## src/rtl/dqne_pkg.sv

```systemverilog
`timescale 1ns / 1ps
// dqne_pkg: request and result types, parser phase codes and framing constants
// for the dns question name extractor; depends on nothing
package dqne_pkg;

    localparam int HEADER_BYTES = 12;
    localparam int FOOTER_BYTES = 4;

    localparam logic [7:0] DOT_CHAR = 8'h2E;

    // header bytes that carry the question count, high byte first
    localparam logic [3:0] QCOUNT_HI_POS = 4'd4;
    localparam logic [3:0] QCOUNT_LO_POS = 4'd5;
    localparam logic [3:0] HEADER_LAST   = 4'(HEADER_BYTES - 1);
    localparam logic [1:0] FOOTER_LAST   = 2'(FOOTER_BYTES - 1);

    // parser phases
    localparam logic [2:0] PH_HEADER = 3'd0;
    localparam logic [2:0] PH_LENGTH = 3'd1;
    localparam logic [2:0] PH_LABEL  = 3'd2;
    localparam logic [2:0] PH_FOOTER = 3'd3;
    localparam logic [2:0] PH_DONE   = 3'd4;

    typedef struct packed {
        logic [7:0] data_byte;
        logic       packet_start;
    } dqne_req_t;

    typedef struct packed {
        logic [7:0]  name_char;
        logic [15:0] question_index;
        logic        name_end;
    } dqne_res_t;

endpackage

```

## src/rtl/dqne_in_stage.sv

```systemverilog
`timescale 1ns / 1ps
// dqne_in_stage: input register for requests with valid/stall handshake
// depends on dqne_pkg
module dqne_in_stage (
    input  logic                clk,
    input  logic                rst_n,
    input  logic                item_valid,
    output logic                item_stall,
    input  dqne_pkg::dqne_req_t item,
    input  logic                take,
    output logic                held_valid,
    output dqne_pkg::dqne_req_t held_item
);
    import dqne_pkg::*;

    logic      valid_reg;
    logic      valid_next;
    dqne_req_t data_reg;
    logic      load;

    // slot frees up when the held request is taken this cycle
    assign item_stall = valid_reg && !take;
    assign load       = item_valid && !item_stall;
    assign valid_next = load || (valid_reg && !take);

    always_ff @(posedge clk or negedge rst_n)
    begin
        if (!rst_n)
        begin
            valid_reg <= 1'b0;
        end
        else
        begin
            valid_reg <= valid_next;
        end
    end

    always_ff @(posedge clk)
    begin
        if (load)
        begin
            data_reg <= item;
        end
    end

    assign held_valid = valid_reg;
    assign held_item  = data_reg;

endmodule

```

## src/rtl/dqne_parser.sv

```systemverilog
`timescale 1ns / 1ps
// dqne_parser: question name parser state and per-byte next-state/result logic
// depends on dqne_pkg
module dqne_parser (
    input  logic                clk,
    input  logic                rst_n,
    input  logic                take,
    input  dqne_pkg::dqne_req_t req,
    output logic                res_valid,
    output dqne_pkg::dqne_res_t res
);
    import dqne_pkg::*;

    logic [2:0]  phase_reg,  phase_next;
    logic [3:0]  hdr_cnt_reg, hdr_cnt_next;
    logic [15:0] q_total_reg, q_total_next;
    logic [15:0] q_done_reg, q_done_next;
    logic [7:0]  label_left_reg, label_left_next;
    logic        first_label_reg, first_label_next;
    logic [1:0]  ftr_cnt_reg, ftr_cnt_next;

    // state as seen by this byte (packet start restarts from reset values)
    logic [2:0]  ph;
    logic [3:0]  hc;
    logic [15:0] qt;
    logic [15:0] qd;
    logic [7:0]  ll;
    logic        fl;
    logic [1:0]  fc;
    logic [15:0] qd_inc;
    logic [7:0]  b;

    always_comb
    begin
        b  = req.data_byte;
        ph = req.packet_start ? PH_HEADER : phase_reg;
        hc = req.packet_start ? 4'd0 : hdr_cnt_reg;
        qt = req.packet_start ? 16'd0 : q_total_reg;
        qd = req.packet_start ? 16'd0 : q_done_reg;
        ll = req.packet_start ? 8'd0 : label_left_reg;
        fl = req.packet_start ? 1'b1 : first_label_reg;
        fc = req.packet_start ? 2'd0 : ftr_cnt_reg;
        qd_inc = qd + 16'd1;

        phase_next       = ph;
        hdr_cnt_next     = hc;
        q_total_next     = qt;
        q_done_next      = qd;
        label_left_next  = ll;
        first_label_next = fl;
        ftr_cnt_next     = fc;

        res_valid          = 1'b0;
        res.name_char      = b;
        res.question_index = qd;
        res.name_end       = 1'b0;

        case (ph)
            PH_HEADER:
            begin
                if (hc == QCOUNT_HI_POS)
                begin
                    q_total_next = {b, qt[7:0]};
                end
                else if (hc == QCOUNT_LO_POS)
                begin
                    q_total_next = {qt[15:8], b};
                end
                if (hc == HEADER_LAST)
                begin
                    hdr_cnt_next     = 4'd0;
                    first_label_next = 1'b1;
                    phase_next       = (q_total_next == 16'd0) ? PH_DONE : PH_LENGTH;
                end
                else
                begin
                    hdr_cnt_next = hc + 4'd1;
                end
            end
            PH_LENGTH:
            begin
                if (b == 8'd0)
                begin
                    res_valid        = 1'b1;
                    res.name_char    = 8'd0;
                    res.name_end     = 1'b1;
                    first_label_next = 1'b1;
                    ftr_cnt_next     = 2'd0;
                    phase_next       = PH_FOOTER;
                end
                else
                begin
                    label_left_next  = b;
                    phase_next       = PH_LABEL;
                    first_label_next = 1'b0;
                    if (!fl)
                    begin
                        res_valid     = 1'b1;
                        res.name_char = DOT_CHAR;
                    end
                end
            end
            PH_LABEL:
            begin
                res_valid       = 1'b1;
                label_left_next = ll - 8'd1;
                if (ll == 8'd1)
                begin
                    phase_next = PH_LENGTH;
                end
            end
            PH_FOOTER:
            begin
                if (fc == FOOTER_LAST)
                begin
                    ftr_cnt_next = 2'd0;
                    q_done_next  = qd_inc;
                    phase_next   = (qd_inc == qt) ? PH_DONE : PH_LENGTH;
                end
                else
                begin
                    ftr_cnt_next = fc + 2'd1;
                end
            end
            default:
            begin
                res_valid = 1'b0;
            end
        endcase
    end

    always_ff @(posedge clk or negedge rst_n)
    begin
        if (!rst_n)
        begin
            phase_reg       <= PH_HEADER;
            hdr_cnt_reg     <= 4'd0;
            q_total_reg     <= 16'd0;
            q_done_reg      <= 16'd0;
            label_left_reg  <= 8'd0;
            first_label_reg <= 1'b1;
            ftr_cnt_reg     <= 2'd0;
        end
        else if (take)
        begin
            phase_reg       <= phase_next;
            hdr_cnt_reg     <= hdr_cnt_next;
            q_total_reg     <= q_total_next;
            q_done_reg      <= q_done_next;
            label_left_reg  <= label_left_next;
            first_label_reg <= first_label_next;
            ftr_cnt_reg     <= ftr_cnt_next;
        end
    end

`ifndef SYNTHESIS
    a_hdr_cnt_phase: assert property (@(posedge clk) disable iff (!rst_n)
        hdr_cnt_reg != 4'd0 |-> phase_reg == PH_HEADER)
        else $error("header count running outside header phase");

    a_ftr_cnt_phase: assert property (@(posedge clk) disable iff (!rst_n)
        ftr_cnt_reg != 2'd0 |-> phase_reg == PH_FOOTER)
        else $error("footer count running outside footer phase");

    a_label_left: assert property (@(posedge clk) disable iff (!rst_n)
        phase_reg == PH_LABEL |-> label_left_reg != 8'd0)
        else $error("label phase with no label bytes left");

    a_restart: assert property (@(posedge clk) disable iff (!rst_n)
        take && req.packet_start |=> phase_reg == PH_HEADER && hdr_cnt_reg == 4'd1)
        else $error("packet start did not restart the header");
`endif

endmodule

```

## src/rtl/dns_question_name_extractor.sv

```systemverilog
`timescale 1ns / 1ps
// dns_question_name_extractor: top level, input register, parser and result register
// depends on dqne_pkg, dqne_in_stage, dqne_parser
//
//  channel  | handshake                   | payload
//  ---------+-----------------------------+----------------------------------------
//  request  | item_valid / item_stall     | item      (data_byte, packet_start)
//  result   | name_valid / name_stall     | name_item (name_char, question_index,
//           |                             |            name_end)
//
// one request per cycle sustained while name_stall is low; a request is registered
// in the input register, parsed by the combinational next-state logic, and its
// result, if any, goes to the result register; bytes after the last question give none
// requests that produce no result (header, first length, footer bytes) only advance state
// reset clears the valid bits and puts the parser in the header phase
// a stalled result holds the parser; the input register still takes one more
// request, after which item_stall rises
module dns_question_name_extractor (
    input  logic                clk,
    input  logic                rst_n,
    input  logic                item_valid,
    output logic                item_stall,
    input  dqne_pkg::dqne_req_t item,
    output logic                name_valid,
    input  logic                name_stall,
    output dqne_pkg::dqne_res_t name_item
);
    import dqne_pkg::*;

    logic      held_valid;
    dqne_req_t held_item;
    logic      take;
    logic      res_valid;
    dqne_res_t res;

    logic      out_valid_reg;
    logic      out_valid_next;
    dqne_res_t out_data_reg;
    logic      out_free;

    // result register can take a new value when empty or being drained
    assign out_free = !out_valid_reg || !name_stall;
    // parser consumes the held request whenever the result side has room
    assign take     = held_valid && out_free;

    dqne_in_stage u_in_stage (
        .clk        (clk),
        .rst_n      (rst_n),
        .item_valid (item_valid),
        .item_stall (item_stall),
        .item       (item),
        .take       (take),
        .held_valid (held_valid),
        .held_item  (held_item)
    );

    dqne_parser u_parser (
        .clk       (clk),
        .rst_n     (rst_n),
        .take      (take),
        .req       (held_item),
        .res_valid (res_valid),
        .res       (res)
    );

    // result register: reload when free, otherwise hold the stalled result
    always_comb
    begin
        if (out_free)
        begin
            out_valid_next = take && res_valid;
        end
        else
        begin
            out_valid_next = out_valid_reg;
        end
    end

    always_ff @(posedge clk or negedge rst_n)
    begin
        if (!rst_n)
        begin
            out_valid_reg <= 1'b0;
        end
        else
        begin
            out_valid_reg <= out_valid_next;
        end
    end

    always_ff @(posedge clk)
    begin
        if (take && res_valid)
        begin
            out_data_reg <= res;
        end
    end

    assign name_valid = out_valid_reg;
    assign name_item  = out_data_reg;

endmodule

```

## config.mk

```make
export PLATFORM = sky130hd
export DESIGN_NAME = dns_question_name_extractor
export DESIGN_NICKNAME = d
export VERILOG_FILES = /design/src/rtl/dqne_pkg.sv /design/src/rtl/dqne_in_stage.sv /design/src/rtl/dqne_parser.sv /design/src/rtl/dns_question_name_extractor.sv
export SDC_FILE = /design/constraint.sdc
export NUM_CORES = 1
export LEC_CHECK = 0
export ABC_AREA = 1
export BUFFER_PORTS_ARGS = -buffer_cell sky130_fd_sc_hd__buf_2
export CAP_MARGIN = 0
export CORE_MARGIN = 2
export CORE_UTILIZATION = 60
export DETAILED_ROUTE_END_ITERATION = 10
export GPL_TIMING_DRIVEN = 0
export PLACE_DENSITY = 0.8
export SYNTH_ARGS = -nofsm -noshare
export SYNTH_HDL_FRONTEND = slang
export SYNTH_SLANG_ARGS = --single-unit
```

## constraint.sdc

```tcl
create_clock -name clk -period 3.1 [get_ports clk]
set_input_delay 0.62 -clock clk [delete_from_list [all_inputs] [get_ports clk]]
set_output_delay 0.62 -clock clk [all_outputs]
set_load 0.05 [all_outputs]
```

; ---- Word-level counts from Yosys, hierarchy flattened
; Index checks and enable logic that the tools add are counted.
[totals]
register_bits = 86
in_bits = 13
out_inout_bits = 27
[op_classes]
n_addsub = 4
eq_ne = 9
muxes = 36
n_reduce_logical = 13
[ops]
columns = cell, n
row1 = 16-bit 2-to-1 mux, 7
row2 = 8-bit 2-to-1 mux, 6
row3 = 3-bit 2-to-1 mux, 6
row4 = "16-bit by 1-bit adder with 16-bit output, second input constant", 1
row5 = 16-bit equality test, 1
row6 = 16-bit logical NOT, 1
row7 = 8-bit one-hot mux with 2 select lines, 1
row8 = 4-bit 2-to-1 mux, 3
row9 = 3-bit one-hot mux with 4 select lines, 1
row10 = "4-bit by 3-bit equality test with 1-bit output, second input constant", 2
row11 = "8-bit by 1-bit equality test with 1-bit output, second input constant", 1
row12 = 8-bit logical NOT, 1
row13 = "8-bit by 1-bit subtractor with 8-bit output, second input constant", 1
row14 = "3-bit by 2-bit equality test with 1-bit output, second input constant", 2
row15 = 1-bit 2-to-1 mux, 6
row16 = 2-bit 2-to-1 mux, 3
row17 = "4-bit by 1-bit adder with 4-bit output, second input constant", 1
row18 = "4-bit equality test, second input constant", 1
row19 = 1-bit logical AND, 4
row20 = 1-bit logical NOT, 4
row21 = 1-bit one-hot mux with 2 select lines, 2
row22 = 2-bit one-hot mux with 2 select lines, 1
row23 = "3-bit by 1-bit equality test with 1-bit output, second input constant", 1
row24 = 3-bit logical NOT, 1
row25 = 3 further kinds, 4

; ---- Logic depth before layout (Yosys ltp)
[logic_depth]
ltp_word = 9
mapped_depth = 21

; ---- Cells and area by module
; From an unflattened synthesis, not the netlist that was laid out.
[unflattened]
cells_unflattened = 698
hier_area_um2 = 5277.6
[by_module_without_submodules]
columns = module, instances, cells_each, area_per_inst_um2
row1 = dqne_parser, 1, 649, 4135.2
row2 = dns_question_name_extractor, 1, 33, 814.5
row3 = dqne_in_stage, 1, 16, 327.8

; ---- Worst setup path before layout
; No wires, ideal clock.
[synth_timing]
path_type = register to register
start = register u_in_stage.data_reg, in the netlist u_in_stage.held_item[0]
end = register out_data_reg, in the netlist name_item[0], enable pin
setup_time_ns = 0.407
arrival_ns = 2.429
path_slack_ns = 0.265
stages_incl_launch_ff = 9
n_path_buf = 1
cell_sequence = edfxtp_1 buf_6 nor2_1 nand2_1 nor2_4 inv_1 nor2_1 nor3_1 nor2_1
[synth_between]
elab_chain_cells = 5
[synth_rtl]
columns = item, line_no
row1 = from (decl), dqne_in_stage.sv:18  ; dqne_req_t data_reg;
row2 = from (signal assigned), dqne_in_stage.sv:42  ; data_reg <= item;
row3 = 1-bit 2-to-1 mux, dqne_parser.sv:41  ; fl = req.packet_start ? 1'b1 : first_label_reg;
row4 = 1-bit 2-to-1 mux, dqne_parser.sv:96  ; if (!fl)
row5 = 1-bit 2-to-1 mux, dqne_parser.sv:82  ; if (b == 8'd0)
row6 = 1-bit one-hot mux with 2 select lines *, dqne_parser.sv:58  ; case (ph)
row7 = 1-bit logical AND *, dns_question_name_extractor.sv:93  ; if (take && res_valid)
row8 = to (signal assigned), dns_question_name_extractor.sv:95  ; out_data_reg <= res;
row9 = to (decl), dns_question_name_extractor.sv:38  ; dqne_res_t out_data_reg;
; Mark *: on every way between the ends. The rest lies on a longest branch, timed or not.
; A chain may end at the register's enable or synchronous reset.

; ---- Final worst setup path
[layout_timing]
start = register u_in_stage.data_reg, in the netlist u_in_stage.held_item[0]
end = register out_data_reg, in the netlist name_item[16], enable pin
; The elaborated chain is that of the path after synthesis.

==> results.md <==
Run status:
- The flow ran to the end, and the final reports show no timing, DRC or antenna violations.

Global routing:
- The global-route wire length before repair is 23100 um.
- The global routing usage summed across all routing layers is 33.7%.
- Entering global routing, the biggest net connects 53 pins.
- The overall overflow remaining after global route is 0.
- The number of antenna violations at the first check in global routing is 0.
- The number of global-route vias before repair is 4639.

Timing:
- Setup repair after global routing left no endpoint under its margin.
- In this run the tightest slew margin relative to its limit is a little under half.
- Between clock sinks in the finished design, the worst skew comes to about 0.0073 ns.
- After layout, the worst setup slack is 0.164 ns.
- The fmax is 0.341 GHz.
- The max-slew violation count is 0.
- The final critical path takes up 94.7% of the cycle.
- For the pin with the worst max-slew slack, the measured transition is 0.789 ns.
- Setup violations remaining at the end of the flow were counted as 0.
- The minimum clock period after layout is 2.94 ns.
- The final hold violation count is 0.
- Final hold analysis gives a worst-case slack of between 0.2 and 0.3 ns.

Worst setup path:
- The launching element type of the critical path is a flop.
- The number of cells on the worst reg-to-reg path is 9.
- The startpoint of the lowest-slack register-to-register path is u_in_stage.held_item[0].
- The reg-to-reg setup timing slack is 0.16 ns.
- The endpoint type of the worst setup path is a flop.
- The type of the setup path with the least slack is flop to flop.
- The data required time of the critical path is 3.19 ns.
- The capturing point of the worst reg2reg path is name_item[16].
- Along the worst path, the maximum fanout reaches 16.
- The data arrival at the endpoint of the critical path is 3.02 ns.

Clock tree:
- The number of CTS-inserted buffers is 9.
- The count of buffers added by post-CTS timing repair for setup is 0.
- The number of sinks handled by clock tree synthesis is 86.
- The root buffer selected by CTS is sky130_fd_sc_hd__clkbuf_8.
- The worst-case clock buffer depth is 2.
- TritonCTS built the clock tree.
- The H-tree generated during clock tree synthesis spans 3 levels.
- For the worst-skew pair, the clock arrives at the later sink with an insertion delay of approximately 0.37 ns.
- The clock input transition at the sequential cells of the worst setup and hold paths is 0.09 ns.

Place:
- In this run, placement finished with an instance count of 815.
- The detailed placement HPWL is 10500 um.
- Before CTS, the worst setup slack after placement is around 0.13 ns.
- The final weighted congestion in routability-driven placement is 0.958.
- The placement-stage cell area is 5490 um^2.
- Input and output buffers added on the ports amount to 39.

Finish:
- The top cell types in the final layout, fill and taps aside, are 144 x sky130_fd_sc_hd__nand2_1, 87 x sky130_fd_sc_hd__inv_1, 77 x sky130_fd_sc_hd__nor2_1.
- The area of all placed cells without fillers is 5670 um^2.
- The antenna diode instance count is 0.
- From synthesis to final layout, the design area changed by 10.4%.
- Leaving out filler cells and counting taps, the final layout contains 830.
- Cells with a size suffix above 1 make up 13.0% of the layout.
- Leaving out fill and tap cells, the most frequent cell in the layout is sky130_fd_sc_hd__nand2_1.
- At the end of the flow, the number of nets in the layout was 740.
- The register with the most flip-flops in the layout has 25 of them.

Route:
- The total wire length after detailed routing is about 14000 um.
- The total via count in the routed design is slightly below 5000.
- The number of DRC violations after detailed routing is 0.
- Dividing the detail-routed wire length by the instance count gives 17.3 um.
- The first routing iteration left 402 violations.
- The number of vias per cell is 5.84.
- The number of iterations in the first detailed-routing pass is 7.
- The remaining antenna violation count is 0.

Floorplan:
- The core area is 8260 um^2.
- Once the floorplan was initialized, standard cells occupied a little over 60% of the core.
- Row generation in the floorplan step produced 33 rows.
- The boundary pin count is 40.
- The floorplan step defined a die boundary enclosing between 9000 and 10000 um^2.
- The floorplan step set the die height to between 90 and 100 um.
- The width of the chip is 96.5 um.

Job:
- The number of violations of the max-capacitance limit is 0.

Logic synthesis:
- The synthesized cell area is just over 5000 um^2.
- Synthesis produced a netlist with a net count of between 600 and 700.
- The netlist uses 41 different library cells.
- The mean instance size in the synthesized netlist is 7.67 um^2.
- The share of synthesized registers carrying an async set or reset is 60.5%.
- The synthesized flop and latch total is 86.
- The number of cells produced by synthesis is 670.
- Among all flip-flop cells after synthesis, the most frequent one is sky130_fd_sc_hd__dfrtp_1.
- Yosys printed 0 warnings.
- The number of enable-type register cells in the synthesized netlist is 34.
- For this run, the register share of the synthesized area comes to between 40% and 50%.

Worst hold path:
- The path type of the worst min-delay path is input port to async pin.

Pwr:
- The static leakage is 2.69 nW.
- The total power density per cell area is ~560 nW/um^2.
- IR analysis of the VDD net gives a maximum drop of 0.351 mV.
- Summing internal, switching and leakage power gives 0.00320 W.
[through the flow]
| step | util, % | TNS [ns] |
|---|---|---|
| global placement | 66.2 | -20.93 |
| CTS | 68.7 | 0 |
| finish | 68.7 | 0 |
| detailed placement | 66.5 | 0 |
| floorplan | - | 0 |
| global route | 68.7 | 0 |
[timing repair]
item / CTS / global route
gates resized for setup: 0 / 6
endpoints found under the setup margin: 0 / 2
hold buffers: 0 / 0
[kinds of logic after synthesis]
logic type / count (synthesis) / share of synthesized area [%]
buffers and inverters: 114 / 9.25
adder cells (fa/ha/maj): 7 / 1.70
AND/OR/NAND/NOR: 304 / 25.8
flip-flops: 86 / 45.2
AO/OA/AOI/OAI: 153 / 16.9
XOR/XNOR: 6 / 1.17
[worst max path at each step]
stage | startpoint | end | slack [ns] | depth (start not counted)
floorplan | u_in_stage.held_item[0] | name_item[0] | 0.26 | 8
global placement | name_stall | name_item[16] | -0.84 | 6
detailed placement | name_stall | name_item[16] | 0.13 | 7
finish | u_in_stage.held_item[0] | name_item[16] | 0.16 | 9
global route | u_in_stage.held_item[0] | u_parser.phase_reg[0] | 0.02 | 15
CTS | u_in_stage.held_item[0] | u_parser.phase_reg[2] | 0.15 | 19
[power by group]
group / total [W] / switching (W) / internal, W
sequential: 0.00147 / 0.000104 / 0.00136
combinational: 0.000987 / 0.000674 / 0.000312
clock: 0.000748 / 0.000434 / 0.000314
[metal layers]
layer,GRT usage (%),wire length (um),share of wire (%)
met1,42.2,5850,41
met4,21.2,715,5.0
met3,5.35,1090,7.6
met2,54.4,6720,47
met5,0,0,0
[layout make-up]
| class | count | area [um^2] |
|---|---|---|
| repair buffers | 40 | 225 |
| flip-flops and latches | 86 | 2320 |
| well taps | 105 | 131 |
| clock inverters | 5 | 35.0 |
| clock buffers | 11 | 141 |
| plain buffers | 24 | 136 |
| fillers | 722 | 2580 |
| inverters | 89 | 337 |
| multi-input cells | 470 | 2340 |
[worst max-delay path, cell delays in order (launching register included)]
cell and delay [ns]:
sky130_fd_sc_hd__edfxtp_1 0.39, sky130_fd_sc_hd__buf_6 0.17, sky130_fd_sc_hd__buf_2 0.24, sky130_fd_sc_hd__clkbuf_4 0.26, sky130_fd_sc_hd__nor2_1 0.12, sky130_fd_sc_hd__inv_1 0.05, sky130_fd_sc_hd__nor2_1 0.33, sky130_fd_sc_hd__nor3_1 0.22
sky130_fd_sc_hd__nor2_2 0.60, sky130_fd_sc_hd__buf_16 0.23
[synth_stat cells (2+ instances only)]
cell / count / area share [%]
sky130_fd_sc_hd__ha_1: 7 / 1.7
sky130_fd_sc_hd__xor2_1: 3 / 0.51
sky130_fd_sc_hd__nand4_1: 13 / 1.6
sky130_fd_sc_hd__o22a_1: 3 / 0.51
sky130_fd_sc_hd__a221oi_1: 5 / 0.85
sky130_fd_sc_hd__a31oi_1: 2 / 0.24
sky130_fd_sc_hd__nand3b_1: 3 / 0.44
sky130_fd_sc_hd__nand3_2: 3 / 0.58
sky130_fd_sc_hd__edfxtp_1: 34 / 20
sky130_fd_sc_hd__o21a_1: 11 / 1.6
sky130_fd_sc_hd__dfrtp_1: 51 / 25
sky130_fd_sc_hd__a21oi_1: 55 / 5.4
sky130_fd_sc_hd__nand2_1: 144 / 11
sky130_fd_sc_hd__xnor2_1: 2 / 0.34
sky130_fd_sc_hd__o211ai_1: 4 / 0.58
sky130_fd_sc_hd__clkbuf_1: 14 / 1.0
sky130_fd_sc_hd__o21ai_1: 2 / 0.19
sky130_fd_sc_hd__nor2_2: 7 / 0.85
sky130_fd_sc_hd__nor3_1: 5 / 0.49
sky130_fd_sc_hd__a22oi_1: 6 / 0.88
sky130_fd_sc_hd__nand2_2: 9 / 1.1
sky130_fd_sc_hd__nand3_1: 35 / 3.4
sky130_fd_sc_hd__nor2_4: 2 / 0.44
sky130_fd_sc_hd__nor4_1: 2 / 0.24
sky130_fd_sc_hd__buf_6: 5 / 1.1
sky130_fd_sc_hd__inv_1: 87 / 6.4
sky130_fd_sc_hd__o21ai_0: 59 / 5.7
sky130_fd_sc_hd__nor2_1: 79 / 5.8
sky130_fd_sc_hd__buf_2: 6 / 0.58
(Power assumes the default switching activity.)
